$ cat src/sv/mphe_pkg.sv
// ----------------------------------------------------------------------------
// mphe_pkg
// Types and constants of the MessagePack header encoder.
// ----------------------------------------------------------------------------
package mphe_pkg;

    localparam int TYPE_W  = 4;
    localparam int VALUE_W = 64;
    localparam int COUNT_W = 32;
    localparam int NB_W    = 4;
    localparam int SER_W   = 8 + VALUE_W;

    // request kinds
    localparam logic [TYPE_W-1:0] REQ_NIL   = 4'd0;
    localparam logic [TYPE_W-1:0] REQ_BOOL  = 4'd1;
    localparam logic [TYPE_W-1:0] REQ_INT   = 4'd2;
    localparam logic [TYPE_W-1:0] REQ_FLT64 = 4'd3;
    localparam logic [TYPE_W-1:0] REQ_STR   = 4'd4;
    localparam logic [TYPE_W-1:0] REQ_BIN   = 4'd5;
    localparam logic [TYPE_W-1:0] REQ_ARRAY = 4'd6;
    localparam logic [TYPE_W-1:0] REQ_MAP   = 4'd7;
    localparam logic [TYPE_W-1:0] REQ_RAW   = 4'd8;

    // payload byte counts after the head byte
    localparam logic [NB_W-1:0] NB_0 = 4'd0;
    localparam logic [NB_W-1:0] NB_1 = 4'd1;
    localparam logic [NB_W-1:0] NB_2 = 4'd2;
    localparam logic [NB_W-1:0] NB_4 = 4'd4;
    localparam logic [NB_W-1:0] NB_8 = 4'd8;

    // head bytes
    localparam logic [7:0] HDR_NIL    = 8'hC0;
    localparam logic [7:0] HDR_FALSE  = 8'hC2;
    localparam logic [7:0] HDR_TRUE   = 8'hC3;
    localparam logic [7:0] HDR_BIN8   = 8'hC4;
    localparam logic [7:0] HDR_BIN16  = 8'hC5;
    localparam logic [7:0] HDR_BIN32  = 8'hC6;
    localparam logic [7:0] HDR_FLT64  = 8'hCB;
    localparam logic [7:0] HDR_UINT8  = 8'hCC;
    localparam logic [7:0] HDR_UINT16 = 8'hCD;
    localparam logic [7:0] HDR_UINT32 = 8'hCE;
    localparam logic [7:0] HDR_UINT64 = 8'hCF;
    localparam logic [7:0] HDR_INT8   = 8'hD0;
    localparam logic [7:0] HDR_INT16  = 8'hD1;
    localparam logic [7:0] HDR_INT32  = 8'hD2;
    localparam logic [7:0] HDR_INT64  = 8'hD3;
    localparam logic [7:0] HDR_STR8   = 8'hD9;
    localparam logic [7:0] HDR_STR16  = 8'hDA;
    localparam logic [7:0] HDR_STR32  = 8'hDB;
    localparam logic [7:0] HDR_ARR16  = 8'hDC;
    localparam logic [7:0] HDR_ARR32  = 8'hDD;
    localparam logic [7:0] HDR_MAP16  = 8'hDE;
    localparam logic [7:0] HDR_MAP32  = 8'hDF;
    localparam logic [7:0] HDR_NEGFIX = 8'hE0;
    localparam logic [7:0] HDR_FIXSTR = 8'hA0;
    localparam logic [7:0] HDR_FIXARR = 8'h90;
    localparam logic [7:0] HDR_FIXMAP = 8'h80;

    // range flags taken at the input stage
    typedef struct packed {
        logic v_le7f;    // value <= 0x7F
        logic v_le8;     // value fits 8 bits
        logic v_le16;
        logic v_le32;
        logic v_neg5;    // value >= -32 as signed
        logic v_pos;     // value >= 0 as signed
        logic v_neg8;    // value >= -128 as signed
        logic v_neg16;
        logic v_neg32;
        logic c_le15;
        logic c_le31;
        logic c_le255;
        logic c_le16;
    } range_t;

    typedef struct packed {
        logic [7:0]         head;
        logic [NB_W-1:0]    nbytes;
        logic [VALUE_W-1:0] payload;   // first payload byte in the top bits
    } token_t;

endpackage

$ cat src/sv/messagepack_header_encoder_unit.sv
// ----------------------------------------------------------------------------
// messagepack_header_encoder_unit
// Encodes one token request into its MessagePack bytes, most significant
// first, with tlast on the final byte of each request.
// ----------------------------------------------------------------------------
// Registered path: stage 1, stage 2, byte serializer. Throughput: one byte
// per cycle while m_axis_tready is high; a request of n bytes (1 to 9) holds
// the serializer until its last byte, so one-byte tokens pass one per cycle.
// Unknown request kinds are dropped in the decode stage and emit nothing.
// Reset (aresetn low, synchronous) clears all stage valid bits.
module messagepack_header_encoder_unit (
    input  logic         aclk,
    input  logic         aresetn,
    input  logic         s_axis_tvalid,
    output logic         s_axis_tready,
    input  logic [95:0]  s_axis_tdata,   // value[63:0], count[95:64]
    input  logic [4:0]   s_axis_tuser,   // req_type[3:0], is_negative[4]
    output logic         m_axis_tvalid,
    input  logic         m_axis_tready,
    output logic [7:0]   m_axis_tdata,   // out_byte[7:0]
    output logic         m_axis_tlast    // last_byte
);

    // ---------------- stage 1: capture and range flags ----------------
    logic                          s1_valid_reg;
    logic [mphe_pkg::TYPE_W-1:0]   s1_type_reg;
    logic [mphe_pkg::VALUE_W-1:0]  s1_value_reg;
    logic                          s1_neg_reg;
    logic [mphe_pkg::COUNT_W-1:0]  s1_count_reg;
    mphe_pkg::range_t              s1_range_reg;
    mphe_pkg::range_t              s1_range_next;

    logic [mphe_pkg::VALUE_W-1:0]  in_value;
    logic [mphe_pkg::COUNT_W-1:0]  in_count;
    logic                          s_fire;
    logic                          s1_take;

    // ---------------- stage 2: decoded token ----------------
    logic                          s2_valid_reg;
    logic                          s2_valid_next;
    mphe_pkg::token_t              s2_tok_reg;
    mphe_pkg::token_t              s2_tok_next;
    logic                          s2_ready;

    // ---------------- stage 3: byte serializer ----------------
    logic                          ser_valid_reg;
    logic                          ser_valid_next;
    logic [mphe_pkg::SER_W-1:0]    ser_data_reg;
    logic [mphe_pkg::SER_W-1:0]    ser_data_next;
    logic [mphe_pkg::NB_W-1:0]     ser_cnt_reg;
    logic [mphe_pkg::NB_W-1:0]     ser_cnt_next;
    logic                          ser_load;
    logic                          m_fire;

    logic                          known;
    logic [mphe_pkg::VALUE_W-1:0]  src;
    logic [mphe_pkg::VALUE_W-1:0]  cnt_ext;

    assign in_value = s_axis_tdata[63:0];
    assign in_count = s_axis_tdata[95:64];

    assign m_fire   = m_axis_tvalid && m_axis_tready;
    assign ser_load = s2_valid_reg && (!ser_valid_reg ||
                      (m_axis_tready && ser_cnt_reg == 4'd1));
    assign s2_ready = !s2_valid_reg || ser_load;
    assign s1_take  = s1_valid_reg && s2_ready;
    assign s_axis_tready = !s1_valid_reg || s2_ready;
    assign s_fire   = s_axis_tvalid && s_axis_tready;

    always_comb begin
        s1_range_next.v_le7f  = (in_value[63:7] == '0);
        s1_range_next.v_le8   = (in_value[63:8] == '0);
        s1_range_next.v_le16  = (in_value[63:16] == '0);
        s1_range_next.v_le32  = (in_value[63:32] == '0);
        s1_range_next.v_neg5  = (&in_value[63:5]);
        s1_range_next.v_pos   = !in_value[63];
        s1_range_next.v_neg8  = (&in_value[63:7]);
        s1_range_next.v_neg16 = (&in_value[63:15]);
        s1_range_next.v_neg32 = (&in_value[63:31]);
        s1_range_next.c_le15  = (in_count[31:4] == '0);
        s1_range_next.c_le31  = (in_count[31:5] == '0);
        s1_range_next.c_le255 = (in_count[31:8] == '0);
        s1_range_next.c_le16  = (in_count[31:16] == '0);
    end

    always_ff @(posedge aclk) begin
        if (s_fire) begin
            s1_type_reg  <= s_axis_tuser[3:0];
            s1_neg_reg   <= s_axis_tuser[4];
            s1_value_reg <= in_value;
            s1_count_reg <= in_count;
            s1_range_reg <= s1_range_next;
        end
    end

    // decode: head byte, payload length and aligned payload
    assign cnt_ext = {{(mphe_pkg::VALUE_W-mphe_pkg::COUNT_W){1'b0}}, s1_count_reg};

    always_comb begin
        mphe_pkg::range_t r;
        r     = s1_range_reg;
        known = 1'b1;
        src   = s1_value_reg;
        s2_tok_next.head   = mphe_pkg::HDR_NIL;
        s2_tok_next.nbytes = mphe_pkg::NB_0;
        unique case (s1_type_reg)
            mphe_pkg::REQ_NIL: begin
                s2_tok_next.head = mphe_pkg::HDR_NIL;
            end
            mphe_pkg::REQ_BOOL: begin
                s2_tok_next.head = s1_value_reg[0] ? mphe_pkg::HDR_TRUE
                                                   : mphe_pkg::HDR_FALSE;
            end
            mphe_pkg::REQ_INT: begin
                if (!s1_neg_reg) begin
                    priority if (r.v_le7f) begin
                        s2_tok_next.head = s1_value_reg[7:0];
                    end else if (r.v_le8) begin
                        s2_tok_next.head   = mphe_pkg::HDR_UINT8;
                        s2_tok_next.nbytes = mphe_pkg::NB_1;
                    end else if (r.v_le16) begin
                        s2_tok_next.head   = mphe_pkg::HDR_UINT16;
                        s2_tok_next.nbytes = mphe_pkg::NB_2;
                    end else if (r.v_le32) begin
                        s2_tok_next.head   = mphe_pkg::HDR_UINT32;
                        s2_tok_next.nbytes = mphe_pkg::NB_4;
                    end else begin
                        s2_tok_next.head   = mphe_pkg::HDR_UINT64;
                        s2_tok_next.nbytes = mphe_pkg::NB_8;
                    end
                end else begin
                    priority if (r.v_neg5 || r.v_pos) begin
                        s2_tok_next.head = mphe_pkg::HDR_NEGFIX | s1_value_reg[7:0];
                    end else if (r.v_neg8) begin
                        s2_tok_next.head   = mphe_pkg::HDR_INT8;
                        s2_tok_next.nbytes = mphe_pkg::NB_1;
                    end else if (r.v_neg16) begin
                        s2_tok_next.head   = mphe_pkg::HDR_INT16;
                        s2_tok_next.nbytes = mphe_pkg::NB_2;
                    end else if (r.v_neg32) begin
                        s2_tok_next.head   = mphe_pkg::HDR_INT32;
                        s2_tok_next.nbytes = mphe_pkg::NB_4;
                    end else begin
                        s2_tok_next.head   = mphe_pkg::HDR_INT64;
                        s2_tok_next.nbytes = mphe_pkg::NB_8;
                    end
                end
            end
            mphe_pkg::REQ_FLT64: begin
                s2_tok_next.head   = mphe_pkg::HDR_FLT64;
                s2_tok_next.nbytes = mphe_pkg::NB_8;
            end
            mphe_pkg::REQ_STR: begin
                src = cnt_ext;
                priority if (r.c_le31) begin
                    s2_tok_next.head = mphe_pkg::HDR_FIXSTR | {3'b000, s1_count_reg[4:0]};
                end else if (r.c_le255) begin
                    s2_tok_next.head   = mphe_pkg::HDR_STR8;
                    s2_tok_next.nbytes = mphe_pkg::NB_1;
                end else if (r.c_le16) begin
                    s2_tok_next.head   = mphe_pkg::HDR_STR16;
                    s2_tok_next.nbytes = mphe_pkg::NB_2;
                end else begin
                    s2_tok_next.head   = mphe_pkg::HDR_STR32;
                    s2_tok_next.nbytes = mphe_pkg::NB_4;
                end
            end
            mphe_pkg::REQ_BIN: begin
                src = cnt_ext;
                priority if (r.c_le15) begin
                    s2_tok_next.head   = mphe_pkg::HDR_BIN8;
                    s2_tok_next.nbytes = mphe_pkg::NB_1;
                end else if (r.c_le16) begin
                    s2_tok_next.head   = mphe_pkg::HDR_BIN16;
                    s2_tok_next.nbytes = mphe_pkg::NB_2;
                end else begin
                    s2_tok_next.head   = mphe_pkg::HDR_BIN32;
                    s2_tok_next.nbytes = mphe_pkg::NB_4;
                end
            end
            mphe_pkg::REQ_ARRAY: begin
                src = cnt_ext;
                priority if (r.c_le15) begin
                    s2_tok_next.head = mphe_pkg::HDR_FIXARR | {4'b0000, s1_count_reg[3:0]};
                end else if (r.c_le16) begin
                    s2_tok_next.head   = mphe_pkg::HDR_ARR16;
                    s2_tok_next.nbytes = mphe_pkg::NB_2;
                end else begin
                    s2_tok_next.head   = mphe_pkg::HDR_ARR32;
                    s2_tok_next.nbytes = mphe_pkg::NB_4;
                end
            end
            mphe_pkg::REQ_MAP: begin
                src = cnt_ext;
                priority if (r.c_le15) begin
                    s2_tok_next.head = mphe_pkg::HDR_FIXMAP | {4'b0000, s1_count_reg[3:0]};
                end else if (r.c_le16) begin
                    s2_tok_next.head   = mphe_pkg::HDR_MAP16;
                    s2_tok_next.nbytes = mphe_pkg::NB_2;
                end else begin
                    s2_tok_next.head   = mphe_pkg::HDR_MAP32;
                    s2_tok_next.nbytes = mphe_pkg::NB_4;
                end
            end
            mphe_pkg::REQ_RAW: begin
                s2_tok_next.head = s1_value_reg[7:0];
            end
            default: begin
                known = 1'b0;
            end
        endcase

        unique case (s2_tok_next.nbytes)
            mphe_pkg::NB_1: s2_tok_next.payload = {src[7:0], 56'd0};
            mphe_pkg::NB_2: s2_tok_next.payload = {src[15:0], 48'd0};
            mphe_pkg::NB_4: s2_tok_next.payload = {src[31:0], 32'd0};
            default:        s2_tok_next.payload = src;
        endcase
    end

    assign s2_valid_next = s1_take ? known : (s2_valid_reg && !ser_load);

    always_ff @(posedge aclk) begin
        if (s1_take) begin
            s2_tok_reg <= s2_tok_next;
        end
    end

    // serializer: head byte then payload bytes from the top
    always_comb begin
        ser_valid_next = ser_valid_reg;
        ser_data_next  = ser_data_reg;
        ser_cnt_next   = ser_cnt_reg;
        if (ser_load) begin
            ser_valid_next = 1'b1;
            ser_data_next  = {s2_tok_reg.head, s2_tok_reg.payload};
            ser_cnt_next   = s2_tok_reg.nbytes + 4'd1;
        end else if (m_fire) begin
            ser_valid_next = (ser_cnt_reg != 4'd1);
            ser_data_next  = {ser_data_reg[mphe_pkg::SER_W-9:0], 8'd0};
            ser_cnt_next   = ser_cnt_reg - 4'd1;
        end
    end

    always_ff @(posedge aclk) begin
        ser_data_reg <= ser_data_next;
        ser_cnt_reg  <= ser_cnt_next;
    end

    always_ff @(posedge aclk) begin
        if (!aresetn) begin
            s1_valid_reg  <= 1'b0;
            s2_valid_reg  <= 1'b0;
            ser_valid_reg <= 1'b0;
        end else begin
            s1_valid_reg  <= s_fire || (s1_valid_reg && !s2_ready);
            s2_valid_reg  <= s2_valid_next;
            ser_valid_reg <= ser_valid_next;
        end
    end

    assign m_axis_tvalid = ser_valid_reg;
    assign m_axis_tdata  = ser_data_reg[mphe_pkg::SER_W-1:mphe_pkg::SER_W-8];
    assign m_axis_tlast  = (ser_cnt_reg == 4'd1);

    // ---------------- assertions ----------------
    a_ser_cnt_range: assert property (@(posedge aclk) disable iff (!aresetn)
        ser_valid_reg |-> (ser_cnt_reg != 4'd0 && ser_cnt_reg <= 4'd9))
        else $error("serializer byte count out of range");

    a_token_continues: assert property (@(posedge aclk) disable iff (!aresetn)
        (m_fire && !m_axis_tlast) |=> m_axis_tvalid)
        else $error("gap inside a multi-byte token");

    a_drain_empty: assert property (@(posedge aclk) disable iff (!aresetn)
        (m_fire && m_axis_tlast && !s2_valid_reg) |=> !m_axis_tvalid)
        else $error("serializer not empty after final byte");

    a_s1_hold: assert property (@(posedge aclk) disable iff (!aresetn)
        (s1_valid_reg && !s2_ready) |=>
            (s1_valid_reg && $stable(s1_type_reg) && $stable(s1_value_reg)))
        else $error("stage 1 lost a stalled request");

endmodule

$ cat config.mk
export PLATFORM = sky130hd
export DESIGN_NAME = messagepack_header_encoder_unit
export DESIGN_NICKNAME = d
export VERILOG_FILES = /design/src/sv/mphe_pkg.sv /design/src/sv/messagepack_header_encoder_unit.sv
export SDC_FILE = /design/constraint.sdc
export NUM_CORES = 1
export LEC_CHECK = 0
export BUFFER_PORTS_ARGS = -buffer_cell sky130_fd_sc_hd__buf_2
export CORE_MARGIN = 5
export CORE_UTILIZATION = 45
export CTS_BUF_LIST = sky130_fd_sc_hd__clkbuf_2
export DETAILED_ROUTE_END_ITERATION = 8
export PLACE_DENSITY = 0.75
export SETUP_SLACK_MARGIN = 0.4
export SYNTH_ARGS = -nofsm -noshare
export SYNTH_HDL_FRONTEND = slang
export SYNTH_SLANG_ARGS = --single-unit
$ cat constraint.sdc
create_clock -name aclk -period 15.13 [get_ports aclk]
set_input_delay 0.7565 -clock aclk [delete_from_list [all_inputs] [get_ports aclk]]
set_output_delay 0.7565 -clock aclk [all_outputs]
set_load 0.005 [all_outputs]
Yosys cells after proc, flatten, opt, wreduce, memory -nomap -nowiden
Index checks and enable logic that the tools add are counted.
Storage, ports and cells
  bits in registers: 269
  logic and storage cells: 110
  output and inout port bits: 11
  input port bits: 105
Operators by class
  equal/unequal tests: 13
  mux-type cells: 36
  add/subtract/negate cells: 2
  reduce and logical (&&, ||, !) cells: 34
Operator list (count)
  one-hot mux 64 bit (3 select lines): 1
  two-way mux 72 bit: 2
  two-way mux 12 bit: 7
  two-way mux 64 bit: 1
  one-hot mux 8 bit (8 select lines): 1
  AND reduction 59 bit: 1
  zero test 57 bit: 1
  AND reduction 57 bit: 1
  zero test 56 bit: 1
  AND reduction 49 bit: 1
  zero test 48 bit: 1
  AND reduction 33 bit: 1
  zero test 32 bit: 1
  zero test 28 bit: 1
  two-way mux 4 bit: 7
  zero test 27 bit: 1
  two-way mux 5 bit: 5
  zero test 24 bit: 1
  two-way mux 8 bit: 3
  one-hot mux 4 bit (6 select lines): 1
  equality test 4 x 3 -> 1 bit (second input constant): 5
  zero test 16 bit: 1
  two-way mux 7 bit: 2
  equality test 4 x 1 -> 1 bit (second input constant): 3
  14 further kinds: 35

Logic depth before layout (Yosys ltp)
  depth after elaboration: 8
  depth in mapped cells: 10
  mapped depth without buffers: 7

Worst setup path before layout
Ideal clock, no wire load.
  path type: flip-flop to flip-flop
  start: register ser_cnt_reg[1] (netlist name)
  end: register s2_tok_reg[0] (netlist name), enable pin
  arrival: 4.613 ns
  cell stages (with the launch flop): 7
  library setup time: 0.520 ns
  clock period less this slack: 5.133 ns
  setup slack: 9.997 ns
  required time: 14.610 ns
  buffers on the path: 0
  path through: edfxtp_1 > inv_1 > ha_1 > nor3b_1 > a21boi_0 > and2_1 > nor2b_1
On the way
  longest elaborated chain between the ends: 6
RTL lines
  from (decl): RTL line messagepack_header_encoder_unit.sv:50  | logic [mphe_pkg::NB_W-1:0] ser_cnt_reg;
  from (signal assigned): RTL line messagepack_header_encoder_unit.sv:247  | ser_cnt_reg <= ser_cnt_next;
  equality test 4 x 1 -> 1 bit
  named net m_axis_tlast: RTL line messagepack_header_encoder_unit.sv:21  | output logic m_axis_tlast
  logical AND 1 bit: RTL line messagepack_header_encoder_unit.sv:64  | (m_axis_tready && ser_cnt_reg == 4'd1));
  logical OR 1 bit: RTL line messagepack_header_encoder_unit.sv:63  | assign ser_load = s2_valid_reg && (!ser_valid_reg ||
  logical AND 1 bit: RTL line messagepack_header_encoder_unit.sv:63
  logical OR 1 bit: RTL line messagepack_header_encoder_unit.sv:65  | assign s2_ready = !s2_valid_reg || ser_load;
  logical AND 1 bit: RTL line messagepack_header_encoder_unit.sv:66  | assign s1_take = s1_valid_reg && s2_ready;
  named net s1_take: RTL line messagepack_header_encoder_unit.sv:36  | logic s1_take;
  to (signal assigned): RTL line messagepack_header_encoder_unit.sv:225  | s2_tok_reg <= s2_tok_next;
  to (decl): RTL line messagepack_header_encoder_unit.sv:41  | mphe_pkg::token_t s2_tok_reg;
The timed path passes the listed nets, and every way through them passes these cells.
A chain may end at the register's enable or synchronous reset.

Worst setup path in the final report
  start: register ser_cnt_reg[0] (netlist name)
  end: output port s_axis_tready
On the way
  longest elaborated chain between the ends: 6
RTL lines
  equality test 4 x 1 -> 1 bit: RTL line messagepack_header_encoder_unit.sv:64
  logical AND 1 bit: RTL line messagepack_header_encoder_unit.sv:64
  logical OR 1 bit: RTL line messagepack_header_encoder_unit.sv:63
  logical AND 1 bit: RTL line messagepack_header_encoder_unit.sv:63
  logical OR 1 bit: RTL line messagepack_header_encoder_unit.sv:65
  logical OR 1 bit: RTL line messagepack_header_encoder_unit.sv:67  | assign s_axis_tready = !s1_valid_reg || s2_ready;
  to (decl): RTL line messagepack_header_encoder_unit.sv:15  | output logic s_axis_tready,
Every way passes these cells.

==> flow_summary.toml <==
[sta]
rsz_0062_raised_after_global_routing = "no"
holdWs_ps = 112
finalWorstPathRequiredPeriod_ps = 3410
finClkSkew_ps = 51.4
relSlewSlack_pct = 23.8
clock.fmax_ghz = 0.294
hold_violations = 0
finalSetupViolCount = 0
timing.final.crit_share_pct = 22.5
finalSetupTns_ps = 0
transition_at_the_pin_with_the_smallest_max_transition_slack_ps = 1140
final-max-slew-violation-count = 0

[floorplan]
top_level_ports = 116
std_cell_rows = 58
initial_core_util_pct = 45.3
fp.dieArea_um2 = 28400
die_w_um = 168
die_span_y_um = 168
placeableCoreArea_um2 = 25000

[grt]
grt.overflow.total = 0
first_pass_grt_wire_length_um = 41600
grt_max_degree = 93
antenna_violations_before_repair = 2
grt.total_usage_pct = 19.1
first_global_vias = 7465

[setup_path]
cpPeakStageDelay_ps = 480
critical_path.top_delay_family = "simple AND/OR/NAND/NOR gates"
critPathArrivalTime_ps = 2650
setup.worst_path.class = "register to output pin"
critical_path.cell_chain = "ha_1 > nor3b_1 > a21boi_0 > and2_1 > nand2_1 > buf_2"
critical_path_peak_fanout = 4
end_kind = "output pin"
critPathLaunchType = "register"
slowest_cell_on_crit_path = "a21boi_0"
required_time_worst_endpoint_ps = 14370
cp.buffers_inverters = 1

[synth]
netlist_instances = 864
syn-cell-area_um2 = 11300
ys_types = 57
synth_async_sr_flop_share_pct = 0
yosys_warnings = 0
yosysSeqAreaShare_pct = 71.2
synth_ff_type = "edfxtp_1"
syn_area_per_cell_um2 = 13.1
postSynthNetCount = 972
synth-edff-count = 266
ys_seq_elements = 269

[clocking]
cts_max_path_buffers = 3
cts-root-buf = "clkbuf_2"
cts_buffers = 66
clk_transition_reported_paths_ps = 110
cts.sink_count = 269
clock_tree_from_tritoncts = "yes"
clk-insertion-delay-late_ps = 810
cts-resized-gates = 0
cts_max_level = 3
ctsHoldBuffers = 0
cts_setup_buffers = 0

[cells_and_area]
num-nets-final = 1108
final-seq-area_um2 = 8050
fill_cell_count = 2190
drive_gt1_share_pct = 22.5
layout.cells.most_common = "edfxtp_1"
multi_input_comb_area_um2 = 2970
final_cell_mix = "edfxtp_1 (266), nand2_1 (202), buf_2 (115)"
finalCoreUtilization_pct = 50.6
final_design_area_no_fill_um2 = 12600
largest_reg_flops = 76
areaGrowthSynthToFinish_pct = 11.7

[min_path]
hold_path_class = "input pin to register"

[run]
drv.max_cap_violation_count = 0

[routing]
vias = 7567
antenna_violating_nets_post_route = 0
wire_per_inst_um = 20.1
count_of_tritonroute_iterations_in_the_first_routing_pass = 6
postRouteWirelength_um = 27500
first_iter_violations = 863
avgViaCountPerCell = 5.55
drcViolationCount = 0

[power_and_ir_drop]
power.total_mw = 1.48
max-vdd-ir-drop_v = 0.0000676
pd_cells_nw_per_um2 = 117
power.leakage_nw = 4.88

[place]
place.gp.congestion = 0.872
portBuffers = 115
detailed_place.area_um2 = 12100
detailed_place_hpwl_um = 19100

[outcome]
status = "finished, final reports clean"
-- stage by stage --
step / cells / worst slack (ps)
after floorplan: 864 / 10000
after CTS: 1361 / 11640
final: 1363 / 11720
after global placement: 1262 / 12010
after detailed placement: 1262 / 11930
after global routing: 1363 / 11390
-- layout make-up --
cell class	instances	share of cell area [%]
clock buffer	90	3.57
tap	330	3.27
clock inverter	9	0.505
sequential	269	63.7
multi-input combinational	527	23.5
inverter	15	0.446
timing repair buffer	121	4.91
antenna	2	0.0396
-- path summary, 6_finish.rpt --
| path | startpoint | end | slack (ps) | cells after the start |
|---|---|---|---|---|
| worst max-delay path | ser_cnt_reg[0] | s_axis_tready | 11720 | 6 |
| worst min-delay path | s_axis_tdata[4] | s1_value_reg[4] | 110 | 1 |
| worst max register to register | ser_cnt_reg[1] | s1_count_reg[26] | 11900 | 8 |
| worst min register to register | ser_data_reg[50] | ser_data_reg[58] | 490 | 2 |
-- cells in the mapped netlist (all sizes together), types with 2 or more instances --
cell,count,area (µm²)
a211oi,2,15.0
nor2,59,221
dfxtp,3,60.1
nand3b,4,30.0
a211o,10,87.6
a32oi,2,17.5
edfxtp,266,7990
xor2,3,26.3
a21oi,41,205
and3,7,43.8
nor2b,8,50.1
clkbuf,29,109
o221ai,3,26.3
nand2,203,764
o21ai,12,63.8
nor3b,3,22.5
nand3,2,10.0
o2bb2ai,16,140
nor4,25,156
and2,12,75.1
ha,3,37.5
a2111o,7,78.8
a21boi,2,15.0
or2,4,25.0
buf,24,151
a221oi,3,26.3
nor3,6,30.0
and4,3,28.8
nand2b,4,25.0
mux2i,35,350
a31oi,3,18.8
nand4,17,106
o31a,2,17.5
o22ai,8,56.3
a21o,4,30.0
inv,15,56.3
-- power by group --
part	internal [mW]	switching, mW	total (mW)
sequential	0.878	0.0244	0.902
combinational	0.0464	0.0901	0.137
clock	0.173	0.267	0.440
-- cell families after synthesis --
kind of cell / Yosys count / share of synthesized area [%]
fa+ha+maj: 3 / 0.332
xor+xnor: 4 / 0.310
mux: 36 / 3.20
flops: 269 / 71.2
simple gates: 362 / 14.6
compound gates: 122 / 7.57
buf+inv: 68 / 2.80
-- metal layers --
layer / vias up / wire length, µm / track usage (%)
met5: - / 0 / 0
met1: 3589 / 11200 / 25.6
li1: 3498 / - / -
met2: 423 / 12900 / 30.3
met3: 57 / 2400 / 4.69
met4: 0 / 896 / 7.59
Note: power is estimated with default switching activity, not from simulation.
